===== src/rtl/core/ule_pkg.sv =====
package ule_pkg;

  localparam int unsigned LINE_DEPTH_DEF = 128;

  localparam int unsigned BYTE_W       = 8;
  localparam int unsigned BIT_TICKS_W  = 16;
  localparam int unsigned BIT_CNT_W    = 4;
  localparam int unsigned ERR_W        = 2;

  // configuration port
  localparam int unsigned CFG_IDX_W  = 1;
  localparam int unsigned CFG_DATA_W = 16;

  localparam logic [CFG_IDX_W-1:0] REG_BIT_TICKS = 1'd0;
  localparam logic [CFG_IDX_W-1:0] REG_END_CHAR  = 1'd1;

  localparam logic [BIT_TICKS_W-1:0] BIT_TICKS_RST = 16'd104;
  localparam logic [BYTE_W-1:0]      END_CHAR_RST  = 8'h0D;

  // data bits per character, 8N1
  localparam logic [BIT_CNT_W-1:0] BITS_PER_CHAR = 4'd8;

  typedef enum logic [3:0] {
    PH_IDLE  = 4'b0001,
    PH_START = 4'b0010,
    PH_DATA  = 4'b0100,
    PH_STOP  = 4'b1000
  } phase_e;

  typedef enum logic [ERR_W-1:0] {
    ERR_NONE        = 2'd0,
    ERR_FALSE_START = 2'd1,
    ERR_FRAMING     = 2'd2,
    ERR_OVERFLOW    = 2'd3
  } err_e;

  // receiver events for one tick
  typedef struct packed {
    logic              done;         // byte with good stop bit
    logic              false_start;
    logic              framing;
    logic [BYTE_W-1:0] data;
  } rx_evt_t;

endpackage


===== src/rtl/core/ule_if.sv =====
interface ule_in_if;
  import ule_pkg::*;

  logic valid;
  logic ready;
  logic rx_level;

  modport source (output valid, output rx_level, input ready);
  modport sink   (input valid, input rx_level, output ready);
endinterface

interface ule_out_if;
  import ule_pkg::*;

  logic              valid;
  logic              ready;
  logic              tx_level;
  logic [BYTE_W-1:0] rx_byte;
  logic              byte_valid;
  logic [ERR_W-1:0]  error_code;
  logic              echo_busy;

  modport source (output valid, output tx_level, output rx_byte, output byte_valid,
                  output error_code, output echo_busy, input ready);
  modport sink   (input valid, input tx_level, input rx_byte, input byte_valid,
                  input error_code, input echo_busy, output ready);
endinterface


===== src/rtl/core/ule_rx.sv =====
module ule_rx (
  input  logic                             clk_i,
  input  logic                             rst_ni,
  input  logic                             step_i,     // tick processed
  input  logic                             run_i,      // tick processed, no echo
  input  logic                             rx_level_i,
  input  logic [ule_pkg::BIT_TICKS_W-1:0]  bit_ticks_i,
  output ule_pkg::rx_evt_t                 evt_o
);
  import ule_pkg::*;

  phase_e                 ph_q, ph_d;
  logic [BIT_TICKS_W-1:0] cnt_q, cnt_d, cnt_inc, target;
  logic [BIT_CNT_W-1:0]   bit_q, bit_d, bit_inc;
  logic [BYTE_W-1:0]      shift_q, shift_d;
  logic                   last_q, last_d;
  logic                   hit;

  assign cnt_inc = cnt_q + 16'd1;
  assign bit_inc = bit_q + 4'd1;
  assign target  = (ph_q == PH_START) ? {1'b0, bit_ticks_i[BIT_TICKS_W-1:1]} : bit_ticks_i;
  assign hit     = (cnt_inc >= target);

  always_comb begin
    ph_d    = ph_q;
    cnt_d   = cnt_q;
    bit_d   = bit_q;
    shift_d = shift_q;
    last_d  = step_i ? rx_level_i : last_q;
    evt_o   = '0;
    if (run_i) begin
      case (ph_q)
        PH_IDLE: begin
          if (last_q && !rx_level_i) begin
            ph_d  = PH_START;
            cnt_d = '0;
          end
        end
        PH_START: begin
          cnt_d = hit ? '0 : cnt_inc;
          if (hit) begin
            if (rx_level_i) begin
              evt_o.false_start = 1'b1;
              ph_d              = PH_IDLE;
            end else begin
              ph_d  = PH_DATA;
              bit_d = '0;
            end
          end
        end
        PH_DATA: begin
          cnt_d = hit ? '0 : cnt_inc;
          if (hit) begin
            shift_d = {rx_level_i, shift_q[BYTE_W-1:1]};
            bit_d   = bit_inc;
            if (bit_inc >= BITS_PER_CHAR) begin
              ph_d = PH_STOP;
            end
          end
        end
        PH_STOP: begin
          cnt_d = hit ? '0 : cnt_inc;
          if (hit) begin
            ph_d = PH_IDLE;
            if (rx_level_i) begin
              evt_o.done = 1'b1;
              evt_o.data = shift_q;
            end else begin
              evt_o.framing = 1'b1;
            end
          end
        end
        default: begin
          ph_d = PH_IDLE;
        end
      endcase
    end
  end

  always_ff @(posedge clk_i or negedge rst_ni) begin
    if (!rst_ni) begin
      ph_q    <= PH_IDLE;
      cnt_q   <= '0;
      bit_q   <= '0;
      shift_q <= '0;
      last_q  <= 1'b1;
    end else if (step_i) begin
      ph_q    <= ph_d;
      cnt_q   <= cnt_d;
      bit_q   <= bit_d;
      shift_q <= shift_d;
      last_q  <= last_d;
    end
  end

endmodule


===== src/rtl/core/uart_line_echo.sv =====
// UART line echo. Each transfer on the input channel is one sampling tick of the
// receive line; each tick yields exactly one result transfer carrying the transmit
// line level for that tick plus receive status. An 8N1 receiver arms on a falling
// edge, checks the start bit at bit_ticks/2, then samples 8 data bits LSB first and
// the stop bit, one bit period (bit_ticks ticks) apart. Good bytes are appended to a
// LINE_DEPTH-byte line store; a byte arriving with the store full is reported as
// overflow and dropped. When the byte equal to end_char arrives, the stored line
// (without the terminator) is sent 8N1 on tx_level starting the next tick, and the
// receive line is ignored until the echo is done. One tick is taken per clock cycle
// while results are not stalled; a tick passes the input register, then the result
// register; the input register can still take a tick while a result is stalled.
// Config writes (bit_ticks at index 0, end_char at index 1) must only be issued while
// no tick is in flight. The line store has no reset; only written entries are used.
module uart_line_echo #(
  parameter int unsigned LINE_DEPTH = ule_pkg::LINE_DEPTH_DEF  // 2..255
) (
  input  logic                            clk_i,
  input  logic                            rst_ni,
  ule_in_if.sink                          item_i,
  ule_out_if.source                       result_o,
  input  logic                            cfg_we_i,
  input  logic [ule_pkg::CFG_IDX_W-1:0]   cfg_idx_i,
  input  logic [ule_pkg::CFG_DATA_W-1:0]  cfg_wdata_i
);
  import ule_pkg::*;

  localparam int unsigned LEN_W  = $clog2(LINE_DEPTH + 1);
  localparam int unsigned ADDR_W = $clog2(LINE_DEPTH);

  // config registers
  logic [BIT_TICKS_W-1:0] bit_ticks_q;
  logic [BYTE_W-1:0]      end_char_q;

  always_ff @(posedge clk_i or negedge rst_ni) begin
    if (!rst_ni) begin
      bit_ticks_q <= BIT_TICKS_RST;
      end_char_q  <= END_CHAR_RST;
    end else if (cfg_we_i) begin
      if (cfg_idx_i == REG_BIT_TICKS) begin
        bit_ticks_q <= cfg_wdata_i[BIT_TICKS_W-1:0];
      end
      if (cfg_idx_i == REG_END_CHAR) begin
        end_char_q <= cfg_wdata_i[BYTE_W-1:0];
      end
    end
  end

  // ---------------------------------------------------------------------------
  // Handshake: input register -> tick logic -> result register
  // ---------------------------------------------------------------------------
  logic s1_valid_q, s1_level_q;
  logic out_valid_q;
  logic adv, step;

  assign adv          = !out_valid_q || result_o.ready;
  assign step         = s1_valid_q && adv;
  assign item_i.ready = !s1_valid_q || adv;

  always_ff @(posedge clk_i or negedge rst_ni) begin
    if (!rst_ni) begin
      s1_valid_q  <= 1'b0;
      out_valid_q <= 1'b0;
    end else begin
      if (item_i.ready) begin
        s1_valid_q <= item_i.valid;
      end
      if (adv) begin
        out_valid_q <= s1_valid_q;
      end
    end
  end

  always_ff @(posedge clk_i) begin
    if (item_i.valid && item_i.ready) begin
      s1_level_q <= item_i.rx_level;
    end
  end

  // ---------------------------------------------------------------------------
  // Transmitter state and line store
  // ---------------------------------------------------------------------------
  phase_e                 tx_ph_q, tx_ph_d, tk_ph;
  logic [BIT_TICKS_W-1:0] tx_cnt_q, tx_cnt_d, tk_cnt, tx_cnt_inc;
  logic [BIT_CNT_W-1:0]   tx_bit_q, tx_bit_d, tk_bit, tx_bit_inc;
  logic [LEN_W-1:0]       tx_idx_q, tx_idx_d, tk_idx, tx_idx_inc;
  logic [BYTE_W-1:0]      tx_shift_q, tx_shift_d, tk_shift;
  logic [LEN_W-1:0]       len_q, len_d, tk_len;
  logic                   tx_hit, tx_lvl;

  logic [BYTE_W-1:0]      mem [LINE_DEPTH];
  logic [BYTE_W-1:0]      rd_q;
  logic                   mem_we;
  logic [ADDR_W-1:0]      mem_wa;

  rx_evt_t                evt;
  logic                   rx_run;

  logic                   res_tx_level, res_byte_valid, res_busy;
  logic [BYTE_W-1:0]      res_rx_byte;
  err_e                   res_err;

  assign tx_cnt_inc = tx_cnt_q + 16'd1;
  assign tx_bit_inc = tx_bit_q + 4'd1;
  assign tx_idx_inc = tx_idx_q + LEN_W'(1);
  assign tx_hit     = (tx_cnt_inc >= bit_ticks_q);

  // One tick of the transmitter. The next byte's data comes from rd_q, which
  // always holds the store entry at the current read index.
  always_comb begin
    tk_ph    = tx_ph_q;
    tk_cnt   = tx_cnt_q;
    tk_bit   = tx_bit_q;
    tk_idx   = tx_idx_q;
    tk_shift = tx_shift_q;
    tk_len   = len_q;
    tx_lvl   = 1'b1;
    case (tx_ph_q)
      PH_IDLE: begin
        tx_lvl = 1'b1;
      end
      PH_START: begin
        tx_lvl = 1'b0;
        tk_cnt = tx_hit ? '0 : tx_cnt_inc;
        if (tx_hit) begin
          tk_ph    = PH_DATA;
          tk_bit   = '0;
          tk_shift = rd_q;
        end
      end
      PH_DATA: begin
        tx_lvl = tx_shift_q[0];
        tk_cnt = tx_hit ? '0 : tx_cnt_inc;
        if (tx_hit) begin
          tk_shift = {1'b0, tx_shift_q[BYTE_W-1:1]};
          tk_bit   = tx_bit_inc;
          if (tx_bit_inc >= BITS_PER_CHAR) begin
            tk_ph = PH_STOP;
          end
        end
      end
      PH_STOP: begin
        tx_lvl = 1'b1;
        tk_cnt = tx_hit ? '0 : tx_cnt_inc;
        if (tx_hit) begin
          if (tx_idx_inc < len_q) begin
            tk_idx = tx_idx_inc;
            tk_ph  = PH_START;
          end else begin
            // line done: store empties
            tk_ph  = PH_IDLE;
            tk_idx = '0;
            tk_len = '0;
          end
        end
      end
      default: begin
        tk_ph = PH_IDLE;
      end
    endcase
  end

  // receiver listens only when no echo runs after this tick's transmit step
  assign rx_run = step && (tk_ph == PH_IDLE);

  ule_rx u_rx (
    .clk_i       (clk_i),
    .rst_ni      (rst_ni),
    .step_i      (step),
    .run_i       (rx_run),
    .rx_level_i  (s1_level_q),
    .bit_ticks_i (bit_ticks_q),
    .evt_o       (evt)
  );

  // Apply the tick: transmitter first, then receiver events.
  always_comb begin
    tx_ph_d    = tx_ph_q;
    tx_cnt_d   = tx_cnt_q;
    tx_bit_d   = tx_bit_q;
    tx_idx_d   = tx_idx_q;
    tx_shift_d = tx_shift_q;
    len_d      = len_q;
    mem_we     = 1'b0;
    mem_wa     = tk_len[ADDR_W-1:0];
    res_err    = ERR_NONE;
    if (step) begin
      tx_ph_d    = tk_ph;
      tx_cnt_d   = tk_cnt;
      tx_bit_d   = tk_bit;
      tx_idx_d   = tk_idx;
      tx_shift_d = tk_shift;
      len_d      = tk_len;
    end
    if (evt.false_start) begin
      res_err = ERR_FALSE_START;
    end
    if (evt.framing) begin
      res_err = ERR_FRAMING;
    end
    if (evt.done) begin
      if (evt.data == end_char_q) begin
        // terminator: echo the line if there is one; byte 0 goes out first
        if (tk_len != '0) begin
          tx_ph_d  = PH_START;
          tx_idx_d = '0;
          tx_cnt_d = '0;
          tx_bit_d = '0;
        end
      end else if (tk_len >= LEN_W'(LINE_DEPTH)) begin
        res_err = ERR_OVERFLOW;
      end else begin
        mem_we = 1'b1;
        len_d  = tk_len + LEN_W'(1);
      end
    end
  end

  assign res_tx_level   = tx_lvl;
  assign res_byte_valid = evt.done;
  assign res_rx_byte    = evt.done ? evt.data : '0;
  assign res_busy       = (tx_ph_q != PH_IDLE);

  always_ff @(posedge clk_i or negedge rst_ni) begin
    if (!rst_ni) begin
      tx_ph_q  <= PH_IDLE;
      tx_cnt_q <= '0;
      tx_bit_q <= '0;
      tx_idx_q <= '0;
      len_q    <= '0;
    end else begin
      tx_ph_q  <= tx_ph_d;
      tx_cnt_q <= tx_cnt_d;
      tx_bit_q <= tx_bit_d;
      tx_idx_q <= tx_idx_d;
      len_q    <= len_d;
    end
  end

  always_ff @(posedge clk_i) begin
    tx_shift_q <= tx_shift_d;
  end

  // Line store: one write port (receiver), one registered read port that
  // tracks the next read index. Writes and echo reads never overlap.
  always_ff @(posedge clk_i) begin
    if (mem_we) begin
      mem[mem_wa] <= evt.data;
    end
    rd_q <= mem[tx_idx_d[ADDR_W-1:0]];
  end

  // ---------------------------------------------------------------------------
  // Result register
  // ---------------------------------------------------------------------------
  logic              out_tx_level_q, out_byte_valid_q, out_busy_q;
  logic [BYTE_W-1:0] out_rx_byte_q;
  logic [ERR_W-1:0]  out_err_q;

  always_ff @(posedge clk_i) begin
    if (step) begin
      out_tx_level_q   <= res_tx_level;
      out_rx_byte_q    <= res_rx_byte;
      out_byte_valid_q <= res_byte_valid;
      out_err_q        <= res_err;
      out_busy_q       <= res_busy;
    end
  end

  assign result_o.valid      = out_valid_q;
  assign result_o.tx_level   = out_tx_level_q;
  assign result_o.rx_byte    = out_rx_byte_q;
  assign result_o.byte_valid = out_byte_valid_q;
  assign result_o.error_code = out_err_q;
  assign result_o.echo_busy  = out_busy_q;

endmodule


===== src/flat_wrapper.sv =====
// flat-port wrapper written by rule: the top's interface ports become plain ports
module uart_line_echo_flat import ule_pkg::*;
#(
  parameter int unsigned LINE_DEPTH = ule_pkg::LINE_DEPTH_DEF           
)
  (clk_i, rst_ni, cfg_we_i, cfg_idx_i, cfg_wdata_i, item_i_valid, item_i_rx_level, item_i_ready, result_o_valid, result_o_tx_level, result_o_rx_byte, result_o_byte_valid, result_o_error_code, result_o_echo_busy, result_o_ready);
  ule_in_if item_i_i ();
  ule_out_if result_o_i ();
  input  logic clk_i;
  input  logic rst_ni;
  input  logic cfg_we_i;
  input  logic [ule_pkg::CFG_IDX_W-1:0] cfg_idx_i;
  input  logic [ule_pkg::CFG_DATA_W-1:0] cfg_wdata_i;
  input wire logic [$bits(item_i_i.valid)-1:0] item_i_valid;
  input wire logic [$bits(item_i_i.rx_level)-1:0] item_i_rx_level;
  output wire logic [$bits(item_i_i.ready)-1:0] item_i_ready;
  output wire logic [$bits(result_o_i.valid)-1:0] result_o_valid;
  output wire logic [$bits(result_o_i.tx_level)-1:0] result_o_tx_level;
  output wire logic [$bits(result_o_i.rx_byte)-1:0] result_o_rx_byte;
  output wire logic [$bits(result_o_i.byte_valid)-1:0] result_o_byte_valid;
  output wire logic [$bits(result_o_i.error_code)-1:0] result_o_error_code;
  output wire logic [$bits(result_o_i.echo_busy)-1:0] result_o_echo_busy;
  input wire logic [$bits(result_o_i.ready)-1:0] result_o_ready;
  assign item_i_i.valid = item_i_valid;
  assign item_i_i.rx_level = item_i_rx_level;
  assign item_i_ready = item_i_i.ready;
  assign result_o_valid = result_o_i.valid;
  assign result_o_tx_level = result_o_i.tx_level;
  assign result_o_rx_byte = result_o_i.rx_byte;
  assign result_o_byte_valid = result_o_i.byte_valid;
  assign result_o_error_code = result_o_i.error_code;
  assign result_o_echo_busy = result_o_i.echo_busy;
  assign result_o_i.ready = result_o_ready;
  uart_line_echo #(.LINE_DEPTH(LINE_DEPTH)) u_core (.clk_i(clk_i), .rst_ni(rst_ni), .item_i(item_i_i), .result_o(result_o_i), .cfg_we_i(cfg_we_i), .cfg_idx_i(cfg_idx_i), .cfg_wdata_i(cfg_wdata_i));
endmodule

===== config.mk =====
export PLATFORM = sky130hd
export DESIGN_NAME = uart_line_echo_flat
export DESIGN_NICKNAME = d
export VERILOG_FILES = /design/src/rtl/core/ule_pkg.sv /design/src/rtl/core/ule_if.sv /design/src/rtl/core/ule_rx.sv /design/src/rtl/core/uart_line_echo.sv /design/src/flat_wrapper.sv
export SDC_FILE = /design/constraint.sdc
export NUM_CORES = 1
export LEC_CHECK = 0
export CAP_MARGIN = 20
export CELL_PAD_IN_SITES_DETAIL_PLACEMENT = 0
export CELL_PAD_IN_SITES_GLOBAL_PLACEMENT = 2
export CORE_ASPECT_RATIO = 2
export CORE_MARGIN = 4
export CORE_UTILIZATION = 40
export CTS_CLUSTER_DIAMETER = 80
export DETAILED_ROUTE_END_ITERATION = 6
export DONT_BUFFER_PORTS = 1
export PLACE_DENSITY = 0.71
export SYNTH_ARGS = -nofsm -noshare
export SYNTH_HDL_FRONTEND = slang
export SYNTH_SLANG_ARGS = --single-unit

===== constraint.sdc =====
create_clock -name clk_i -period 16.1 [get_ports clk_i]
set_input_delay 0.805 -clock clk_i [delete_from_list [all_inputs] [get_ports clk_i]]
set_output_delay 0.805 -clock clk_i [all_outputs]
set_load 0.01 [all_outputs]

==> metrics.txt, run 1 <==
# TYPE chip_impl_metric gauge
chip_impl_metric{name="syn_avg_cell_area",unit="um2"} 12.6
chip_impl_metric{name="initial_utilization",unit="%"} 40.2
chip_impl_metric{name="row_count",unit=""} 180
chip_impl_metric{name="required",unit="ns"} 16.75
chip_impl_info{name="cts_tree",value="done"} 1
chip_impl_info{name="cp-start-kind",value="flip-flop"} 1
chip_impl_metric{name="detail_route.first_pass.iterations",unit=""} 7
chip_impl_info{name="cp-end-kind",value="flip-flop"} 1
chip_impl_metric{name="synth.yosys.seq_area_share",unit="%"} 70.4
chip_impl_metric{name="worst_slew_pin_slew",unit="ns"} 1.15
chip_impl_metric{name="period_needed",unit="ns"} 8.39
chip_impl_metric{name="die_x",unit="um"} 254
chip_impl_metric{name="finalHoldViolCount",unit=""} 0
chip_impl_metric{name="clock_pin_slew_on_the_worst_setup_and_hold_paths",unit="ns"} 0.07
chip_impl_metric{name="dr_wl_met2",unit="um"} 95000
chip_impl_metric{name="synth_fp_nets",unit=""} 3896
chip_impl_info{name="rsz0062_at_grt",value="no"} 1
chip_impl_metric{name="power.sequential.fraction",unit="%"} 54.0
chip_impl_metric{name="layout.filler_cells",unit=""} 11000
chip_impl_metric{name="setup-tns-final",unit="ns"} 0
chip_impl_metric{name="synth_mux_area_share",unit="%"} 2.40
chip_impl_info{name="synth_top_family_by_area",value="simple AND/OR/NAND/NOR gates"} 1
chip_impl_metric{name="route.detailed.drc",unit=""} 3
chip_impl_metric{name="power.total",unit="W"} 0.00607
chip_impl_metric{name="power_leakage",unit="nW"} 17.8
chip_impl_metric{name="power.switching_fraction",unit="%"} 22.0
chip_impl_metric{name="grt_pass1_wl",unit="um"} 249000
chip_impl_metric{name="cts_resized",unit=""} 0
chip_impl_metric{name="p_switching",unit="W"} 0.00133
chip_impl_metric{name="grt_max_degree",unit=""} 122
chip_impl_metric{name="flow.area_growth_from_synthesis",unit="%"} 11.2
chip_impl_metric{name="final_layout_size_suffix_gt1_share",unit="%"} 8.62
chip_impl_metric{name="report.final.slew_viol_count",unit=""} 0
chip_impl_metric{name="period_share",unit="%"} 52.1
chip_impl_metric{name="synth_compound_gate_area_share",unit="%"} 9.89
chip_impl_metric{name="place.gp.congestion",unit=""} 0.889
chip_impl_metric{name="wl_met3",unit="um"} 9510
chip_impl_metric{name="globalRoute.totalOverflow",unit=""} 0
chip_impl_metric{name="power.share.clock",unit="%"} 42.2
chip_impl_info{name="clock-root-buffer",value="clkbuf_16"} 1
chip_impl_metric{name="postLayoutCoreUtil",unit="%"} 44.7
chip_impl_metric{name="design.die.area",unit="um2"} 127000
chip_impl_metric{name="combPwrFrac",unit="%"} 3.8
chip_impl_metric{name="max_slew_margin",unit="%"} 21.2
chip_impl_info{name="dominantRegCellSynth",value="edfxtp_1"} 1
chip_impl_metric{name="post_synth_instance_area",unit="um2"} 48400
chip_impl_metric{name="synth_cell_types",unit=""} 78
chip_impl_metric{name="dpl.hpwl",unit="um"} 117000
chip_impl_metric{name="arrival",unit="ns"} 9.04
chip_impl_metric{name="chipHeight",unit="um"} 500
chip_impl_info{name="hold_class",value="in2reg"} 1
chip_impl_metric{name="synthArstFlopShare",unit="%"} 8.59
chip_impl_metric{name="cell_internal_pwr",unit="W"} 0.00474
chip_impl_metric{name="m1WireLength",unit="um"} 58300
chip_impl_metric{name="maximum_fanout_along_the_worst_path",unit=""} 53
chip_impl_metric{name="port_buffers",unit=""} 0
chip_impl_metric{name="tritoncts.num_buffers",unit=""} 103
chip_impl_metric{name="post_synthesis_share_of_cell_area_spent_on_full_adders_half_adders_and_majority_gates",unit="%"} 1.22
chip_impl_metric{name="clkLatencyLatePin",unit="ns"} 0.72
chip_impl_metric{name="wl_per_cell",unit="um"} 33.0
chip_impl_metric{name="synthesis.yosys.warnings",unit=""} 0
chip_impl_metric{name="drt-initial-drc-count",unit=""} 2994
chip_impl_info{name="most_frequent_standard_cell_in_the_layout_excluding_fill_and_tap_cells",value="edfxtp_1"} 1
chip_impl_metric{name="grt_pass1_vias",unit=""} 32700
chip_impl_metric{name="drt.antenna.violating_nets",unit=""} 0
chip_impl_metric{name="power_per_cell_area",unit="nW/um2"} 113
chip_impl_info{name="run_status",value="finished with violations"} 1
chip_impl_metric{name="grt_antenna_before_repair",unit=""} 6
chip_impl_metric{name="cts_sinks",unit=""} 1153
chip_impl_metric{name="vdd_drop_max",unit="mV"} 0.0746
chip_impl_metric{name="synth.ff_latch_count",unit=""} 1153
chip_impl_metric{name="top_level_ports",unit=""} 38
chip_impl_metric{name="maxCapViolations",unit=""} 0
chip_impl_metric{name="fmax",unit="GHz"} 0.119
chip_impl_metric{name="track_usage",unit="%"} 27.8
chip_impl_metric{name="final_setup_fails",unit=""} 0
chip_impl_info{name="route.top_layer_used",value="met4"} 1
chip_impl_metric{name="synth_edf_count",unit=""} 1046
chip_impl_metric{name="htree_num_levels",unit=""} 3
chip_impl_metric{name="core_region_area",unit="um2"} 120000
chip_impl_info{name="violations",value="design-rule violations"} 1
chip_impl_metric{name="design.final.nets",unit=""} 3873
chip_impl_metric{name="fin_skew",unit="ns"} 0.0264
chip_impl_metric{name="cts_hold_buffers",unit=""} 2
chip_impl_info{name="most-common-layout-cells",value="edfxtp_1, nand2_1, nor2_1"} 1
chip_impl_metric{name="post_cts.repair.setup_buffers",unit=""} 0
chip_impl_metric{name="via_count",unit=""} 32500
chip_impl_metric{name="wire_length_after_detailed_routing",unit="um"} 179000
chip_impl_metric{name="viasPerCell",unit=""} 5.97
chip_impl_info{name="criticalPathCategory",value="reg2reg"} 1
chip_impl_metric{name="synth_simple_gate_area_share",unit="%"} 13.2
chip_impl_metric{name="clock_tree_buf_depth",unit=""} 3
chip_impl_metric{name="netlist_instances",unit=""} 3826
chip_impl_metric{name="area_share_of_xor_xnor_cells_in_the_synthesized_design",unit="%"} 0.670
==> sequential cells by signal (all words and copies together) (netlist names), 2 cells and up <==
signal                      flops
u_core.mem                   1024
u_core.bit_ticks_q             16
u_core.tx_cnt_q                16
u_core.u_rx.cnt_q              16
u_core.end_char_q               8
u_core.len_q                    8
u_core.rd_q                     8
u_core.result_o.rx_byte         8
u_core.tx_idx_q                 8
u_core.tx_shift_q               8
u_core.u_rx.shift_q             8
u_core.tx_bit_q                 4
u_core.tx_ph_q                  4
u_core.u_rx.bit_q               4
u_core.u_rx.ph_q                4
u_core.result_o.error_code      2
==> metrics by stage <==
| stage | cells | instance area, um2 | hold WS, ns | worst slack [ns] |
|---|---|---|---|---|
| floorplan | 3826 | 48400 | 0.457 | 6.48 |
| global placement | 5241 | 50300 | 0.474 | 7.81 |
| detailed placement | 5243 | 50400 | 0.487 | 7.69 |
| CTS | 5434 | 53800 | 0.128 | 7.66 |
| global route | 5439 | 53800 | 0.147 | 7.20 |
| finish | 5440 | 53800 | 0.177 | 7.71 |
==> cell families (layout without fill, tap and decap cells) <==
family | after synthesis | after routing
AND/OR/NAND/NOR | 1479 | 1479
flip-flops | 1153 | 1153
AO/OA/AOI/OAI | 729 | 729
buffers and inverters | 269 | 330
multiplexers | 112 | 112
adder cells (fa/ha/maj) | 47 | 47
XOR/XNOR | 37 | 37
other | 0 | 6
==> cells in the mapped netlist, drive strengths merged (9+ instances only) <==
master | count | area (um2)
a21o | 14 | 105
buf | 73 | 339
inv | 50 | 188
mux2 | 32 | 360
a32oi | 23 | 201
o22ai | 40 | 250
xnor2 | 17 | 149
o21ai | 150 | 766
a2111oi | 13 | 123
a221oi | 14 | 123
a22oi | 26 | 195
nand3 | 252 | 1260
a21oi | 174 | 871
nand2 | 758 | 2850
o311ai | 11 | 96.3
ha | 47 | 588
nand4 | 24 | 150
clkbuf | 146 | 548
o221ai | 16 | 140
o311a | 10 | 100
nor2 | 267 | 1000
o31ai | 12 | 90.1
and2 | 16 | 100
dfrtp | 90 | 2250
a211o | 10 | 87.6
or3 | 9 | 56.3
a31oi | 85 | 532
nor3 | 49 | 262
dfstp | 9 | 236
nand2b | 23 | 144
nor4 | 10 | 62.6
edfxtp | 1046 | 31400
mux2i | 80 | 801
and3 | 49 | 307
a211oi | 23 | 173
xor2 | 20 | 175
o211ai | 26 | 195
==> area by class of cell <==
cell class / count / area [um2] / share of cell area [%]
antenna: 6 / 15.0 / 0.0279
clock inverter: 63 / 664 / 1.23
inverter: 50 / 188 / 0.349
clock buffer: 126 / 2730 / 5.07
tap: 1547 / 1940 / 3.60
sequential: 1153 / 34100 / 63.3
multi-input combinational: 2404 / 13500 / 25.0
timing repair buffer: 91 / 746 / 1.39
==> layer usage <==
| metal | global-route usage [%] | up-vias |
|---|---|---|
| li1 | - | 14300 |
| met1 | 28.3 | 16500 |
| met2 | 50.8 | 1253 |
| met3 | 4.04 | 442 |
| met4 | 20.5 | 0 |
| met5 | 0 | - |
==> power by group through the flow <==
stage               combinational, W  clock (W)  sequential [W]
CTS                         0.000234    0.00260         0.00328
finish                      0.000231    0.00256         0.00328
detailed placement          0.000227          0         0.00334
floorplan                   0.000147          0         0.00333
global placement            0.000225          0         0.00334
global route                0.000256    0.00271         0.00328
==> worst paths after layout <==
kind                                    start                endpoint  slack [ns]  cells after the start
max                        u_core.tx_cnt_q[0]          u_core.rd_q[7]        7.71                     22
min                           item_i_rx_level       u_core.s1_level_q        0.18                      0
max reg2reg                u_core.tx_cnt_q[0]          u_core.rd_q[7]        7.71                     22
min reg2reg                 u_core.s1_valid_q   u_core.result_o.valid        0.50                      1
max in group asynchronous              rst_ni      u_core.tx_bit_q[1]       14.88                      2
min in group asynchronous              rst_ni  u_core.u_rx.shift_q[0]        0.65                      2
==> critical path, stage by stage (launching register included) <==
cell	delay, ns
dfrtp_1	0.42
ha_1	0.24
and3_1	0.23
nand3_1	0.22
nor2_1	0.41
and3_1	0.24
xor2_1	0.24
ha_1	0.18
nand4_1	0.16
nor4_1	0.54
or3_1	0.32
inv_2	0.26
or4_1	0.80
nand2_4	0.65
buf_4	0.64
o21ai_2	0.10
buf_4	0.30
inv_1	0.81
a211oi_1	0.30
a211oi_1	0.58
a21oi_1	0.14
a211o_1	0.33
a22oi_1	0.16
Note: power is estimated with default switching activity, not from simulation.
==> run 2, diff against run 1 <==
==> constraint.sdc (replaced) <==
create_clock -name clk_i -period 8.1 [get_ports clk_i]
set_input_delay 0.405 -clock clk_i [delete_from_list [all_inputs] [get_ports clk_i]]
set_output_delay 0.405 -clock clk_i [all_outputs]
set_load 0.01 [all_outputs]
==> run 2 against run 1 <==
The run now ends clean. Count of clock-buffer cells in the layout rose by 4. Global-route usage rose by 0.20 points. Critical path depth rose by 2. Clock power rose by 100%. Sequential power rose by 98%. Sequential share of layout area fell by 1.0 points. First-iteration DRC count fell by 4.8%. Critical path type unchanged. Critical endpoint is now u_core.rd_q[1]. Largest cell class unchanged. Largest power group unchanged. Highest routed layer unchanged.
==> metrics.txt, run 2 (synthesis gave the netlist of run 1 again) <==
# TYPE chip_impl_metric gauge
chip_impl_info{name="run_status",value="completed"} 1
chip_impl_metric{name="flow.area_growth_from_synthesis",unit="%"} 13.1
chip_impl_metric{name="detail_route.first_pass.iterations",unit=""} 6
chip_impl_info{name="cp-end-kind",value="flip-flop"} 1
chip_impl_metric{name="design.final.nets",unit=""} 3950
chip_impl_info{name="cts_tree",value="done"} 1
chip_impl_metric{name="initial_utilization",unit="%"} 40.2
chip_impl_metric{name="globalRoute.totalOverflow",unit=""} 0
chip_impl_metric{name="vdd_drop_max",unit="mV"} 0.161
chip_impl_metric{name="die_x",unit="um"} 254
chip_impl_metric{name="final_setup_fails",unit=""} 0
chip_impl_info{name="critical-path-slowest-cell",value="o21ai_4"} 1
chip_impl_info{name="registers.top_by_ff_count",value="u_core.mem"} 1
chip_impl_metric{name="final_layout_size_suffix_gt1_share",unit="%"} 9.68
chip_impl_metric{name="clock_tree_buf_depth",unit=""} 3
chip_impl_metric{name="top_level_ports",unit=""} 38
chip_impl_metric{name="wire_length_after_detailed_routing",unit="um"} 181000
chip_impl_metric{name="drt-initial-drc-count",unit=""} 2849
chip_impl_metric{name="row_count",unit=""} 180
chip_impl_metric{name="required",unit="ns"} 8.69
chip_impl_metric{name="finalHoldViolCount",unit=""} 0
chip_impl_metric{name="cts_resized",unit=""} 0
chip_impl_info{name="clock-root-buffer",value="clkbuf_16"} 1
chip_impl_metric{name="timing.hold.ws",unit="ns"} 0.0327
chip_impl_metric{name="placed_inst_area",unit="um2"} 51000
chip_impl_metric{name="htree_num_levels",unit=""} 3
chip_impl_metric{name="arrival",unit="ns"} 7.98
chip_impl_metric{name="place.gp.congestion",unit=""} 0.946
chip_impl_metric{name="power.total",unit="W"} 0.0122
chip_impl_info{name="cp-start-kind",value="flip-flop"} 1
chip_impl_metric{name="fmax",unit="GHz"} 0.135
chip_impl_metric{name="design.die.area",unit="um2"} 127000
chip_impl_info{name="path_cells",value="ha_1 -> and3_1 -> nand3_1 -> nor2_1 -> and3_1 -> xor2_1 -> ha_1 -> nand4_1 -> o21bai_1 -> a211o_1 -> or3_1 -> nand3_1 -> buf_4 -> nand2_1 -> ha_1 -> nand4_1 -> nand3_1 -> a2111o_1 -> o21ai_4 -> inv_2 -> a31oi_1 -> a22oi_1 -> a31oi_1 -> a22oi_1"} 1
chip_impl_metric{name="worst_slew_pin_slew",unit="ns"} 1.15
chip_impl_info{name="hold_class",value="in2reg"} 1
chip_impl_info{name="criticalPathCategory",value="reg2reg"} 1
chip_impl_metric{name="route.detailed.drc",unit=""} 0
chip_impl_metric{name="track_usage",unit="%"} 27.9
chip_impl_metric{name="postLayoutCoreUtil",unit="%"} 45.5
chip_impl_metric{name="fin_skew",unit="ns"} 0.0566
chip_impl_info{name="most-common-layout-cells",value="edfxtp_1, nand2_1, nor2_1"} 1
chip_impl_metric{name="cts_sinks",unit=""} 1153
chip_impl_metric{name="max_slew_margin",unit="%"} 23.0
chip_impl_metric{name="port_buffers",unit=""} 0
chip_impl_metric{name="design_area",unit="um2"} 54700
chip_impl_info{name="rsz0062_at_grt",value="no"} 1
chip_impl_metric{name="tritoncts.num_buffers",unit=""} 104
chip_impl_metric{name="placed_cells",unit=""} 5299
chip_impl_metric{name="chipHeight",unit="um"} 500
chip_impl_metric{name="grt_max_degree",unit=""} 129
chip_impl_metric{name="largest_stage_delay_on_the_critical_path",unit="ns"} 0.71
chip_impl_metric{name="period_share",unit="%"} 91.3
chip_impl_metric{name="power_per_cell_area",unit="nW/um2"} 222
chip_impl_metric{name="grt_pass1_wl",unit="um"} 251000
chip_impl_metric{name="clkLatencyLatePin",unit="ns"} 0.75
chip_impl_metric{name="drt.antenna.violating_nets",unit=""} 0
chip_impl_metric{name="largest_register_ffs",unit=""} 1024
chip_impl_metric{name="grt_pass1_vias",unit=""} 33000
chip_impl_metric{name="core_region_area",unit="um2"} 120000
chip_impl_metric{name="non_filler_instance_count_after_layout",unit=""} 5517
chip_impl_metric{name="report.final.slew_viol_count",unit=""} 0
chip_impl_metric{name="power_leakage",unit="nW"} 18.4
chip_impl_metric{name="wl_per_cell",unit="um"} 32.7
chip_impl_metric{name="clock_pin_slew_on_the_worst_setup_and_hold_paths",unit="ns"} 0.07
chip_impl_metric{name="viasPerCell",unit=""} 5.94
chip_impl_metric{name="grt_antenna_before_repair",unit=""} 6
chip_impl_metric{name="maxCapViolations",unit=""} 0
chip_impl_metric{name="dpl.hpwl",unit="um"} 121000
chip_impl_metric{name="period_needed",unit="ns"} 7.40
chip_impl_metric{name="via_count",unit=""} 32800
chip_impl_info{name="most_frequent_standard_cell_in_the_layout_excluding_fill_and_tap_cells",value="edfxtp_1"} 1
chip_impl_metric{name="maximum_fanout_along_the_worst_path",unit=""} 36
## run 2: worst max-delay path: cells and delay by family (launching register included)
family | cells | cell delay (ns)
XOR/XNOR | 1 | 0.23
buffers and inverters | 2 | 0.74
flip-flops | 1 | 0.41
adder cells (fa/ha/maj) | 3 | 0.78
AO/OA/AOI/OAI | 8 | 3.14
AND/OR/NAND/NOR | 10 | 1.87
## run 2: where the power goes
part	leakage, nW	internal, W	switching, W
Sequential	9.39	0.00645	0.0000620
Clock	1.70	0.00286	0.00230
Combinational	7.34	0.000160	0.000316
## run 2: path summary, 6_finish.rpt
kind | start | end | slack [ns] | cells after the start
worst max register to register | u_core.tx_cnt_q[0] | u_core.rd_q[1] | 0.70 | 24
max in group asynchronous | rst_ni | u_core.result_o.valid | 7.30 | 2
worst min-delay path | cfg_idx_i | u_core.bit_ticks_q[3] | 0.03 | 3
worst min register to register | u_core.s1_valid_q | u_core.result_o.valid | 0.50 | 1
min in group asynchronous | rst_ni | u_core.u_rx.shift_q[2] | 0.24 | 2
worst max-delay path | u_core.tx_cnt_q[0] | u_core.rd_q[1] | 0.70 | 24
## run 2: area by class of cell
cell class / count / area, um2
diodes: 3 / 7.51
clock buffers: 130 / 2740
clock inverters: 63 / 749
fillers: 11000 / 65600
inverters: 50 / 188
multi-input cells: 2404 / 13500
flip-flops and latches: 1153 / 34100
well taps: 1547 / 1940
repair buffers: 167 / 1560
## run 2: metal layers
layer / part of all wire, % / vias up / routed length (um) / track usage [%]
li1: - / 14400 / - / -
met3: 5.0 / 489 / 9090 / 3.95
met4: 9.5 / 0 / 17200 / 21.1
met1: 33 / 16700 / 60200 / 29.0
met5: 0 / - / 0 / 0
met2: 52 / 1235 / 94100 / 50.4
## run 2: repair_timing
| item | in CTS | in global routing |
|---|---|---|
| hold buffers | 22 | 0 |
| endpoints found under the hold margin | 127 | 0 |
| buffers inserted | 0 | 0 |
## run 2: per-stage QoR
stage / setup TNS [ns] / setup WS [ns]
global placement: 0 / 0.764
finish: 0 / 0.703
CTS: 0 / 0.664
global route: 0 / 0.433
detailed placement: 0 / 0.713
floorplan: -975.08 / -1.52
